`config.mk`:
```
export PLATFORM = sky130hd
export DESIGN_NAME = qte_root_cell
export DESIGN_NICKNAME = d
export VERILOG_FILES = /design/src/sv/qte_pkg.sv /design/src/sv/qte_root_cell.sv
export SDC_FILE = /design/constraint.sdc
export NUM_CORES = 1
export LEC_CHECK = 0
export BUFFER_PORTS_ARGS = -buffer_cell sky130_fd_sc_hd__buf_2
export CAP_MARGIN = 20
export CORE_MARGIN = 3
export CORE_UTILIZATION = 49
export CTS_BUF_LIST = sky130_fd_sc_hd__clkbuf_8
export DETAILED_ROUTE_END_ITERATION = 7
export PLACE_DENSITY = 0.76
export SKIP_LAST_GASP = 1
export SLEW_MARGIN = 25
export SYNTH_ARGS = -nofsm -noshare
export SYNTH_HDL_FRONTEND = slang
export SYNTH_SLANG_ARGS = --single-unit
```
`constraint.sdc`:
```
create_clock -name clk -period 3.75 [get_ports clk]
set_clock_uncertainty 0.1 [all_clocks]
set_input_delay 1.125 -clock clk [delete_from_list [all_inputs] [get_ports clk]]
set_output_delay 1.125 -clock clk [all_outputs]
set_load 0.1 [all_outputs]
```
`src/sv/qte_pkg.sv`:
```
// Shared widths, types and the arctangent table for the quaternion to Euler block.
`timescale 1ns / 1ps
package qte_pkg;
	localparam int QW         = 16;  // quaternion component width
	localparam int PW         = 32;  // product width
	localparam int XW         = 38;  // CORDIC x/y width, covers gain and growth
	localparam int ZW         = 32;  // angle accumulator, 2^-16 cdeg
	localparam int SW         = 30;  // clamped pitch term, Q28
	localparam int VW         = 57;  // radicand, up to 2^56
	localparam int RW         = 58;  // root accumulator
	localparam int STEPS      = 28;
	localparam int ROOT_STEPS = 29;

	localparam logic signed [ZW-1:0] QUARTER_TURN = 32'sd589824000;
	localparam logic signed [XW-1:0] ONE_Q28      = 38'sd268435456;

	typedef struct packed {
		logic signed [XW-1:0] x;
		logic signed [XW-1:0] y;
		logic signed [ZW-1:0] z;
	} cordic_t;

	typedef struct packed {
		logic signed [XW-1:0] sr;
		logic signed [XW-1:0] cr;
		logic signed [XW-1:0] sy;
		logic signed [XW-1:0] cy;
		logic signed [SW-1:0] sp;
	} args_t;

	// atan(2^-n) in 2^-16 cdeg
	function automatic logic signed [ZW-1:0] arc(input int n);
		logic signed [ZW-1:0] a;
		unique case (n)
			0:  a = 32'sd294912000;
			1:  a = 32'sd174096719;
			2:  a = 32'sd91987925;
			3:  a = 32'sd46694507;
			4:  a = 32'sd23437865;
			5:  a = 32'sd11729858;
			6:  a = 32'sd5866610;
			7:  a = 32'sd2933484;
			8:  a = 32'sd1466766;
			9:  a = 32'sd733385;
			10: a = 32'sd366693;
			11: a = 32'sd183347;
			12: a = 32'sd91673;
			13: a = 32'sd45837;
			14: a = 32'sd22918;
			15: a = 32'sd11459;
			16: a = 32'sd5730;
			17: a = 32'sd2865;
			18: a = 32'sd1432;
			19: a = 32'sd716;
			20: a = 32'sd358;
			21: a = 32'sd179;
			22: a = 32'sd90;
			23: a = 32'sd45;
			24: a = 32'sd22;
			25: a = 32'sd11;
			26: a = 32'sd6;
			27: a = 32'sd3;
			default: a = '0;
		endcase
		return a;
	endfunction

	// Move a left-half vector into the right half by a quarter turn.
	function automatic cordic_t pre_rotate(input logic signed [XW-1:0] y,
			input logic signed [XW-1:0] x);
		cordic_t c;
		c.x = x;
		c.y = y;
		c.z = '0;
		if (x < 0) begin
			if (y >= 0) begin
				c.x = y;
				c.y = -x;
				c.z = QUARTER_TURN;
			end else begin
				c.x = -y;
				c.y = x;
				c.z = -QUARTER_TURN;
			end
		end
		return c;
	endfunction
endpackage

```
`src/sv/qte_root_cell.sv`:
```
// One bit step of the pipelined integer square root.
`timescale 1ns / 1ps
module qte_root_cell import qte_pkg::*; #(
	parameter int STEP = 0
) (
	input  logic          clk,
	input  logic          en,
	input  logic [VW-1:0] v_in,
	input  logic [RW-1:0] r_in,
	output logic [VW-1:0] v_out,
	output logic [RW-1:0] r_out
);
	localparam logic [RW:0] BIT = (RW+1)'(1) << (2 * (ROOT_STEPS - 1 - STEP));

	logic [RW:0] trial;
	assign trial = {1'b0, r_in} + BIT;

	always_ff @(posedge clk) begin
		if (en) begin
			if ({2'b0, v_in} >= trial) begin
				v_out <= VW'({2'b0, v_in} - trial);
				r_out <= RW'((r_in >> 1) + BIT);
			end else begin
				v_out <= v_in;
				r_out <= r_in >> 1;
			end
		end
	end
endmodule

```
* Word level (Yosys, flattened, before mapping) *
Index checks and enable logic that the tools add are counted.

operators by class
  add/sub/neg operators = 3
  order comparisons = 1
  mux-type cells = 2

operators with widths
  operator                                        count
  2-to-1 mux 57 bit                               2
  adder 58 x 57 -> 59 bit, second input constant  1
  >= comparator 57 x 59 -> 1 bit                  1
  adder 57 x 57 -> 58 bit, second input constant  1
  subtractor 57 bit                               1

storage, ports and cells
  register bits = 115
  word-level logic and storage cells = 9

* Depth between registers and ports, before layout *
  depth after elaboration = 3
  gate-level depth with buffers = 16
  gate-level depth less buffers = 13

* Least setup slack after synthesis *
Ideal clock, no wire load.

  path type = input-to-reg
  start point = input port r_in[41]
  end point = register v_out[36] (data pin)
  arrival = 3.552 ns
  required time = 3.390 ns
  slack = -0.161 ns
  stages on the path = 12
  cells stage by stage = inv_1 -> ha_1 -> a21o_1 -> a31o_1 -> a221oi_1 -> o22ai_1 -> a311o_1 -> o211ai_2 -> and2_4 -> buf_6 -> buf_6 -> mux2_2

between the ends
  cells in the longest elaborated chain, start to end = 3

ends and longest elaborated chain
  element                         line                 RTL
  from (decl)                     qte_root_cell.sv:9   input logic [RW-1:0] r_in,
  adder 58 x 57 -> 59 bit         qte_root_cell.sv:16  assign trial = {1'b0, r_in} + BIT;
  >= comparator 57 x 59 -> 1 bit  qte_root_cell.sv:20  if ({2'b0, v_in} >= trial) begin
  2-to-1 mux 57 bit               qte_root_cell.sv:20
  to (signal assigned)            qte_root_cell.sv:21  v_out <= VW'({2'b0, v_in} - trial);
  to (signal assigned)            qte_root_cell.sv:24  v_out <= v_in;
  to (decl)                       qte_root_cell.sv:10  output logic [VW-1:0] v_out,

No other way between the ends.
A chain may end at the register's enable or synchronous reset.

* Final worst setup path *
  start point = input port v_in[0]
  end point = register v_out[42] (data pin)

between the ends
  cells in the longest elaborated chain, start to end = 2

ends and longest elaborated chain
  element                                                                     line                                      RTL
  from (decl)                                                                 qte_root_cell.sv:8                        input logic [VW-1:0] v_in,
  subtractor 57 bit / >= comparator 57 x 59 -> 1 bit (equally long branches)  qte_root_cell.sv:21, qte_root_cell.sv:20
  2-to-1 mux 57 bit (*)                                                       qte_root_cell.sv:20

Every way passes the cells marked *; elsewhere a longest branch is shown, timed or not.

==> results.cfg <==
[detailed_routing]
route.detailed.drc = 0
avgRoutedWirePerCell_um = 16.4
drt_iter0_markers = 546
via_count = 7640
firstDrtPassIters = 5
wirelength_um = 23600
viasPerCell = 5.32
final_antenna_net_count = 0

[power]
peakVddDrop_uv = 270
p_leak_nw = 5.29
power.total_mw = 4.84
power_density_nw_per_um2 = 441

[global_route]
grt.overflow.total = 0
antenna_found_initial = 1
grt_usage_pct = 26.8
grt_pass1_wl_um = 37800
grt_pass1_vias = 7794
grt_max_degree = 55

[setup_path]
timing.critical_path.arrival_ns = 3.82
end_kind = register
path_class = input pin to register
critPathMaxFanout = 4
start_kind = input pin
cp.required_ns = 3.92

[floorplanning]
start_util_pct = 50.5
die_area_sq_um = 17400
rows = 45
core_sq_um = 15400
die_x_um = 132
die_h_um = 132
ios = 232

[finish]
layout_commonest_cell = buf_2
finalNonFillerCells = 1435
fin_nets = 1389
final_cell_mix = buf_2 (230), buf_4 (173), edfxtp_1 (115)
areaGrowthSynthToFinish_pct = 41.7
diodes = 0
fin_util_pct = 71.5
layout-drive-gt1-share_pct = 38.7

[clock_tree]
cts_max_level = 4
cts_root_buffer = clkbuf_8
cts_sinks = 115
cts_post_setup_buffers_inserted = 0
cts_buffer_depth = 2
clk_pin_slew_ns = 0.07
cts_hold_buf = 0
cts_tree = done
cts_buffers = 17

[sta]
finalCriticalPeriod_ns = 3.65
drv_slew = 0
setup_slack_ns = 0.0958
fin_setup_tns_ns = 0
timing.fmax_ghz = 0.274
setup_viol = 0
finalHoldViolCount = 0
tightest_slew_ns = 0.680
max-slew-margin-rel_pct = 54.2
finalCritPeriodShare_pct = 97.4

[min_path]
hold_path.class = input pin to register

[yosys]
synth_edf_count = 115
synth_cell_type_count = 56
ys_seq_elements = 115
synth-seq-area-share_pct = 44.5
syn_avg_cell_area_sq_um = 9.53
syn_area_sq_um = 7750
synth_nets = 991
synthCells = 814
yosysWarnings = 0
ys.flop_type = edfxtp_1
async_reset_ff_share_pct = 0

[status]
status = completed

[place]
dpl.hpwl_um = 18800
place.gp.congestion = 0.890
numPortBuffers = 231
placedCellCount = 1404
dp_worst_setup_slack_ns = -0.557

[flow_run]
max_cap_violations = 0
-- routing by layer --
metal,wire [um],track usage (%),up-vias,part of all wire (%)
met1,10000,34.0,3536,42
met2,11300,45.2,313,48
li1,-,-,3739,-
met5,7,0,-,0.030
met3,1790,7.25,50,7.6
met4,503,7.82,2,2.1
-- area by class of cell --
type | count | area (sq um)
fillers | 1195 | 4380
multi-input cells | 592 | 3980
flip-flops and latches | 115 | 3450
repair buffers | 411 | 2610
inverters | 75 | 282
well taps | 211 | 264
clock buffers | 17 | 234
clock inverters | 14 | 170
-- registers in the layout (all words and copies together), names as in the netlist --
register / flops
r_out: 58
v_out: 57
-- synthesized netlist by cell type, types with 5 or more instances --
cell | count | share of area (%)
edfxtp_1 | 115 | 45
nand2_1 | 109 | 5.3
o21ai_0 | 79 | 5.1
a21oi_1 | 77 | 5.0
inv_1 | 75 | 3.6
ha_1 | 59 | 9.5
nor2_1 | 32 | 1.5
xnor2_1 | 32 | 3.6
a21o_1 | 24 | 2.3
clkbuf_1 | 18 | 0.87
xor2_1 | 18 | 2.0
o21bai_1 | 17 | 1.6
nand4_1 | 16 | 1.3
nor3_1 | 11 | 0.71
nand3_1 | 10 | 0.65
nor2b_1 | 9 | 0.73
and3_1 | 8 | 0.65
o31ai_1 | 7 | 0.68
a31oi_1 | 6 | 0.48
buf_4 | 6 | 0.58
nand2b_1 | 6 | 0.48
a211oi_1 | 5 | 0.48
and4_1 | 5 | 0.56
buf_2 | 5 | 0.32
o21a_1 | 5 | 0.48
-- path summary, 6_finish.rpt --
| path | cells after the start | start | slack [ns] | endpoint |
|---|---|---|---|---|
| worst min-delay path | 1 | r_in[48] | 0.77 | r_out[47]$_DFFE_PP_ |
| worst max-delay path | 14 | v_in[0] | 0.1 | v_out[42]$_DFFE_PP_ |
-- worst max-delay path, cell delays in order --
cell and delay, ns:
buf_2 0.08, inv_1 0.04, ha_1 0.21, fa_1 0.44
nand2b_1 0.20, a211oi_2 0.27, o21ai_2 0.14, nand2_1 0.16
a21boi_2 0.09, o221ai_2 0.20, o21bai_2 0.15, a21oi_1 0.17
mux2_2 0.35, o31ai_1 0.19
-- cells by family (layout without fill, tap and decap cells) --
logic type      after synthesis  in the layout  share of synthesized area, %
buf+inv                     107            517                          5.84
xor+xnor                     50             50                          5.65
fa+ha+maj                    60             60                          9.78
compound gates              252            252                          19.9
simple gates                224            224                          13.5
mux                           6              6                         0.839
flops                       115            115                          44.5
-- timing repair --
item / 4_1_cts / 5_1_grt
endpoints found under the hold margin: 0 / 0
pin swaps: 0 / 4
resized for setup: 1 / 13
endpoints found under the setup margin: 4 / 35
-- where the power goes --
part	switching (mW)	internal (mW)	leakage (nW)
combinational	1.43	0.602	3.96
clock	0.521	0.705	0.206
sequential	0.0310	1.55	1.12
-- through the flow --
step,hold slack (ns),cell area [sq um]
after floorplan,1.12,7860
after global placement,1.22,10500
after detailed placement,1.22,10500
after CTS,0.743,10900
after global routing,0.748,11000
final,0.773,11000
Power figures use the tool's default switching activity.
