**src/sv/qte_pkg.sv**
```systemverilog
// Shared widths, types and the arctangent table for the quaternion to Euler block.
`timescale 1ns / 1ps
package qte_pkg;
	localparam int QW         = 16;  // quaternion component width
	localparam int PW         = 32;  // product width
	localparam int XW         = 38;  // CORDIC x/y width, covers gain and growth
	localparam int ZW         = 32;  // angle accumulator, 2^-16 cdeg
	localparam int SW         = 30;  // clamped pitch term, Q28
	localparam int VW         = 57;  // radicand, up to 2^56
	localparam int RW         = 58;  // root accumulator
	localparam int STEPS      = 28;
	localparam int ROOT_STEPS = 29;

	localparam logic signed [ZW-1:0] QUARTER_TURN = 32'sd589824000;
	localparam logic signed [XW-1:0] ONE_Q28      = 38'sd268435456;

	typedef struct packed {
		logic signed [XW-1:0] x;
		logic signed [XW-1:0] y;
		logic signed [ZW-1:0] z;
	} cordic_t;

	typedef struct packed {
		logic signed [XW-1:0] sr;
		logic signed [XW-1:0] cr;
		logic signed [XW-1:0] sy;
		logic signed [XW-1:0] cy;
		logic signed [SW-1:0] sp;
	} args_t;

	// atan(2^-n) in 2^-16 cdeg
	function automatic logic signed [ZW-1:0] arc(input int n);
		logic signed [ZW-1:0] a;
		unique case (n)
			0:  a = 32'sd294912000;
			1:  a = 32'sd174096719;
			2:  a = 32'sd91987925;
			3:  a = 32'sd46694507;
			4:  a = 32'sd23437865;
			5:  a = 32'sd11729858;
			6:  a = 32'sd5866610;
			7:  a = 32'sd2933484;
			8:  a = 32'sd1466766;
			9:  a = 32'sd733385;
			10: a = 32'sd366693;
			11: a = 32'sd183347;
			12: a = 32'sd91673;
			13: a = 32'sd45837;
			14: a = 32'sd22918;
			15: a = 32'sd11459;
			16: a = 32'sd5730;
			17: a = 32'sd2865;
			18: a = 32'sd1432;
			19: a = 32'sd716;
			20: a = 32'sd358;
			21: a = 32'sd179;
			22: a = 32'sd90;
			23: a = 32'sd45;
			24: a = 32'sd22;
			25: a = 32'sd11;
			26: a = 32'sd6;
			27: a = 32'sd3;
			default: a = '0;
		endcase
		return a;
	endfunction

	// Move a left-half vector into the right half by a quarter turn.
	function automatic cordic_t pre_rotate(input logic signed [XW-1:0] y,
			input logic signed [XW-1:0] x);
		cordic_t c;
		c.x = x;
		c.y = y;
		c.z = '0;
		if (x < 0) begin
			if (y >= 0) begin
				c.x = y;
				c.y = -x;
				c.z = QUARTER_TURN;
			end else begin
				c.x = -y;
				c.y = x;
				c.z = -QUARTER_TURN;
			end
		end
		return c;
	endfunction
endpackage

```
**src/sv/qte_cordic_cell.sv**
```systemverilog
// One vectoring micro-rotation of the CORDIC arctangent chain.
`timescale 1ns / 1ps
module qte_cordic_cell import qte_pkg::*; #(
	parameter int STEP = 0
) (
	input  logic    clk,
	input  logic    en,
	input  cordic_t d,
	output cordic_t q
);
	localparam logic signed [ZW-1:0] ANGLE = arc(STEP);

	logic signed [XW-1:0] dx, dy;
	assign dx = d.y >>> STEP;
	assign dy = d.x >>> STEP;

	always_ff @(posedge clk) begin
		if (en) begin
			if (d.y > 0) begin
				q.x <= d.x + dx;
				q.y <= d.y - dy;
				q.z <= d.z + ANGLE;
			end else if (d.y < 0) begin
				q.x <= d.x - dx;
				q.y <= d.y + dy;
				q.z <= d.z - ANGLE;
			end else begin
				q <= d;
			end
		end
	end
endmodule

```
**config.mk**
```make
export PLATFORM = sky130hd
export DESIGN_NAME = qte_cordic_cell
export DESIGN_NICKNAME = d
export VERILOG_FILES = /design/src/sv/qte_pkg.sv /design/src/sv/qte_cordic_cell.sv
export SDC_FILE = /design/constraint.sdc
export NUM_CORES = 1
export LEC_CHECK = 0
export BUFFER_PORTS_ARGS = -buffer_cell sky130_fd_sc_hd__buf_2
export CAP_MARGIN = 10
export CORE_MARGIN = 2
export CORE_UTILIZATION = 51
export CTS_BUF_LIST = sky130_fd_sc_hd__clkbuf_8
export CTS_CLUSTER_DIAMETER = 120
export DETAILED_ROUTE_END_ITERATION = 10
export MAX_ROUTING_LAYER = met4
export PLACE_DENSITY = 0.83
export SETUP_SLACK_MARGIN = 0.4
export SLEW_MARGIN = 40
export SYNTH_ARGS = -nofsm -noshare
export SYNTH_HDL_FRONTEND = slang
export SYNTH_SLANG_ARGS = --single-unit
```
**constraint.sdc**
```tcl
create_clock -name clk -period 4.85 [get_ports clk]
set_input_delay 0.97 -clock clk [delete_from_list [all_inputs] [get_ports clk]]
set_output_delay 0.97 -clock clk [all_outputs]
set_load 0.02 [all_outputs]
```
# Yosys cells after proc, flatten, opt, wreduce, memory -nomap -nowiden

Cells that the tools add are included.
W data, S select, Z words.

Register bits after elaboration: 108
Output and inout port bits: 108
Word-level logic and storage cells: 12

Add/sub/neg operators: 5
Magnitude comparators: 2
Muxes and demuxes: 2

Operator list:

| operator                 | count |
|---|---|
| $mux W108                | 2 |
| $sub A38 B38 Y38         | 2 |
| $add A38 B38 Y38         | 1 |
| $gt A38 B1 Y1 const B    | 1 |
| $lt A38 B1 Y1 const B    | 1 |
| $add A32 B30 Y32 const B | 1 |
| $sub A32 B30 Y32 const B | 1 |

# Depth between registers and ports, before layout

Word-level depth: 3
Gate-level depth with buffers: 13

# Worst setup path after synthesis

No wires, ideal clock.

Kind: input -> register
Start point: in d[58] in the netlist's numbering
End point: reg q[69] in the netlist's numbering, data pin
Arrival: 3.304 ns
Data required time: 4.591 ns
Path slack: 1.287 ns
Stages: 11
Cells stage by stage: inv_1 > ha_1 > buf_2 > nor3_4 > or4b_4 > nor3b_2 > a221oi_2 > o211ai_4 > a311oi_2 > xor2_1 > a211o_1

Longest elaborated chain between the ends: 3
Elaborated cells between the ends (all ways): 6
Classes of those cells: add/sub: 2; order compare: 2; mux: 2

RTL lines:

| what                                              | line                                         | RTL |
|---|---|---|
| start, declared                                   | qte_cordic_cell.sv:8                         | `input cordic_t d,` |
| $add A38 B38 Y38 or $lt A38 B1 Y1 (tied branches) | qte_cordic_cell.sv:25, qte_cordic_cell.sv:23 |  |
| $mux W108                                         | qte_cordic_cell.sv:23                        | `end else if (d.y < 0) begin` |
| $mux W108 *                                       | qte_cordic_cell.sv:19                        | `if (d.y > 0) begin` |
| end, declared                                     | qte_cordic_cell.sv:9                         | `output cordic_t q` |

Every way passes the cells marked *; elsewhere a longest branch is shown, timed or not.
A chain may end at the register's enable or synchronous reset.

# Worst setup path in the final report

Start point: in d[48] in the netlist's numbering
End point: reg q[95] in the netlist's numbering, data pin

Longest elaborated chain between the ends: 3
Elaborated cells between the ends (all ways): 6
Classes of those cells: add/sub: 2; order compare: 2; mux: 2

RTL lines:

| what                                              | line |
|---|---|
| $sub A38 B38 Y38 or $lt A38 B1 Y1 (tied branches) | qte_cordic_cell.sv:24, qte_cordic_cell.sv:23 |
| $mux W108                                         | qte_cordic_cell.sv:23 |
| $mux W108 *                                       | qte_cordic_cell.sv:19 |

Marked as above.

==> flow_summary_export.csv <==
group,metric,value,unit
floorplanning,initial_utilization,52.1,%
min_path,holdCritStartpoint,"d[7]",
clock_network,clockBufferDepth,2,
layout,mostFrequentLayoutCells,"buf_2 (215), a21oi_1 (179), nor2_1 (121), ha_1 (121), inv_1 (118)",
sta,fin_ws,767,ps
layout,largest_registers,"q (108)",
worst_setup_path,critPathRequiredTime,5110,ps
yosys,ys.flop_type,"edfxtp_1",
drt,antenna_left,0,
global_route,antenna_found_initial,0,
place,port_buffers,217,
layout,area_growth,13.8,%
clock_network,h-tree-depth,3,
clock_network,cts_sinks,108,
status,status,"completed",
global_route,grt_max_degree,89,
yosys,synth_top_family_by_area,"compound AO/OA/AOI/OAI gates",
drt,routedWlPerCell,23.0,microns
yosys,synthAdderAreaFrac,13.4,%
layout,multi_input_area,7750,sq um
floorplanning,dieWidth,156,microns
clock_network,clkTransAtPathRegs,140,ps
floorplanning,fp-row-count,55,
drt,vias_per_cell,6.60,
run,drv_cap,0,
power_and_ir_drop,ir_worst_vdd,0.000129,V
layout,antenna_cells,0,
clock_network,cts_root_buffer,"clkbuf_8",
yosys,synth-xor-area-share,2.01,%
sta,finalMaxSlewViolations,0,
global_route,grt_pass1_wl,66700,microns
worst_setup_path,start_kind,"input port",
layout,largest_register,"q",
layout,largest_reg_flops,108,
floorplanning,io_pins,218,
min_path,hold_path.class,"input port to flip-flop",
sta,rsz0062_at_grt,"no",
yosys,synthArstFlopShare,0,%
worst_setup_path,worstSetupStartpoint,"d[48]",
sta,setup_viol,0,
yosys,synth-simple-area-share,16.7,%
layout,final_common_cell,"buf_2",
global_route,first_global_vias,11700,
floorplanning,core,22600,sq um
global_route,gr-total-overflow,0,
yosys,ys_ff_latch,108,
yosys,syn-num-nets,1685,
clock_network,tritoncts,"done",
place,dpl.hpwl,33700,microns
global_route,grtUsageTotal,36.3,%
yosys,synth_cell_types,88,
layout,fin_nets,1866,
yosys,netlist_area,11800,sq um
drt,drtIter0Drc,1412,
clock_network,cts_resized,0,
drt,dr_total_vias,12700,
yosys,synth_cells,1451,
yosys,muxShareOfSynthArea,0.860,%
power_and_ir_drop,power,3.39,mW
place,finalWeightedCongestion,1.08,
yosys,ys_warn_count,0,
layout,seqCellArea,3240,sq um
yosys,syn-mean-instance-area,8.12,sq um
drt,drt_pre_antenna_iters,6,
drt,drc,0,
power_and_ir_drop,p_per_area,253,nW/um^2
sta,timing.fmax,245,MHz
worst_setup_path,critPathMaxFanout,18,
power_and_ir_drop,leakage,5.93,nW
place,post-place-ws,414,ps
sta,finalSetupTns,0,ps
layout,drive_gt1_share,19.4,%
sta,finalHoldViolCount,0,
worst_setup_path,endpoint_kind,"flip-flop",
yosys,synth_edf_count,108,
worst_setup_path,cp.arrival,4340,ps
sta,worst_pin_slew,820,ps
layout,nFillCells,2056,
floorplanning,die_area,24300,sq um
clock_network,post_cts_buffers,0,
sta,relSlewSlack,45.1,%
sta,period_minus_slack,4080,ps
worst_setup_path,crit_type,"input port to flip-flop",
yosys,synth-compound-area-share,32.7,%
clock_network,cts_hold_buf,0,
yosys,yosysSeqAreaShare,27.5,%
drt,drt_wl_total,44300,microns
clock_network,cts-buffers-inserted,9,
sta,finalCritPeriodShare,84.2,%
floorplanning,fp.dieH,156,microns
## layer usage
layer | track usage (%) | vias up | routed length [microns]
met5 | - | - | 0
met3 | 4.81 | 145 | 4170
met1 | 49.0 | 5964 | 18600
met2 | 54.9 | 806 | 19500
met4 | 15.5 | 0 | 1990
li1 | - | 5767 | -
## path summary, 6_finish.rpt
path	endpoint	slack, ps	depth (start not counted)
max	q[95]	770	12
min	q[7]	720	1
## cells in the mapped netlist, drive strengths merged, types with 12 or more instances
library cell | number | area, sq um
a211oi | 19 | 143
a21o | 35 | 263
a21oi | 180 | 905
a221oi | 27 | 255
a31oi | 20 | 131
and3 | 13 | 81.3
buf | 22 | 104
clkbuf | 65 | 245
edfxtp | 108 | 3240
ha | 121 | 1510
inv | 119 | 447
nand2 | 96 | 360
nand2b | 16 | 100
nand3 | 26 | 130
nand4 | 12 | 75.1
nor2 | 122 | 458
nor2b | 15 | 93.8
nor3 | 40 | 216
nor4 | 24 | 165
o211ai | 14 | 124
o21ai | 88 | 440
o21bai | 28 | 210
o22ai | 24 | 150
o31ai | 19 | 153
xnor2 | 24 | 210
## stage by stage
stage	instance area [sq um]	util [%]	hold slack [ps]	std cells
after floorplan	11800	-	1070	1451
after global placement	13200	58.4	1150	1906
after detailed placement	13200	58.4	1150	1906
after CTS	13400	59.3	714	1922
after global routing	13400	59.3	716	1922
final	13400	59.3	723	1922
## cell type report
class                   count  share of cell area, %
multi-input cells        1134                   57.8
flip-flops and latches    108                   24.2
repair buffers            257                   10.6
inverters                 122                   3.41
well taps                 285                   2.66
clock buffers               9                  0.923
clock inverters             7                  0.494
## critical path: stages
cell       delay [ps]
buf_2             150
inv_1              60
ha_1              690
inv_1             300
a21oi_1           320
o31ai_1           170
o21ai_0           230
a2111oi_0         170
o31a_1            340
o41ai_2           350
mux2_2            380
a211oi_1          210
## where the power goes
part | internal, mW | total [mW] | switching [mW]
Clock | 0.200 | 0.597 | 0.397
Combinational | 0.541 | 1.57 | 1.03
Sequential | 1.18 | 1.22 | 0.0398
Total | 1.92 | 3.39 | 1.47
## kinds of logic after synthesis
group	Yosys count
AOI/OAI and AO/OA	570
xor gates and xnor gates	27
adders and majority gates	124
buffers and inverters	209
DFF	108
muxes	10
and+or+nand+nor	403
Power figures use the tool's default switching activity.
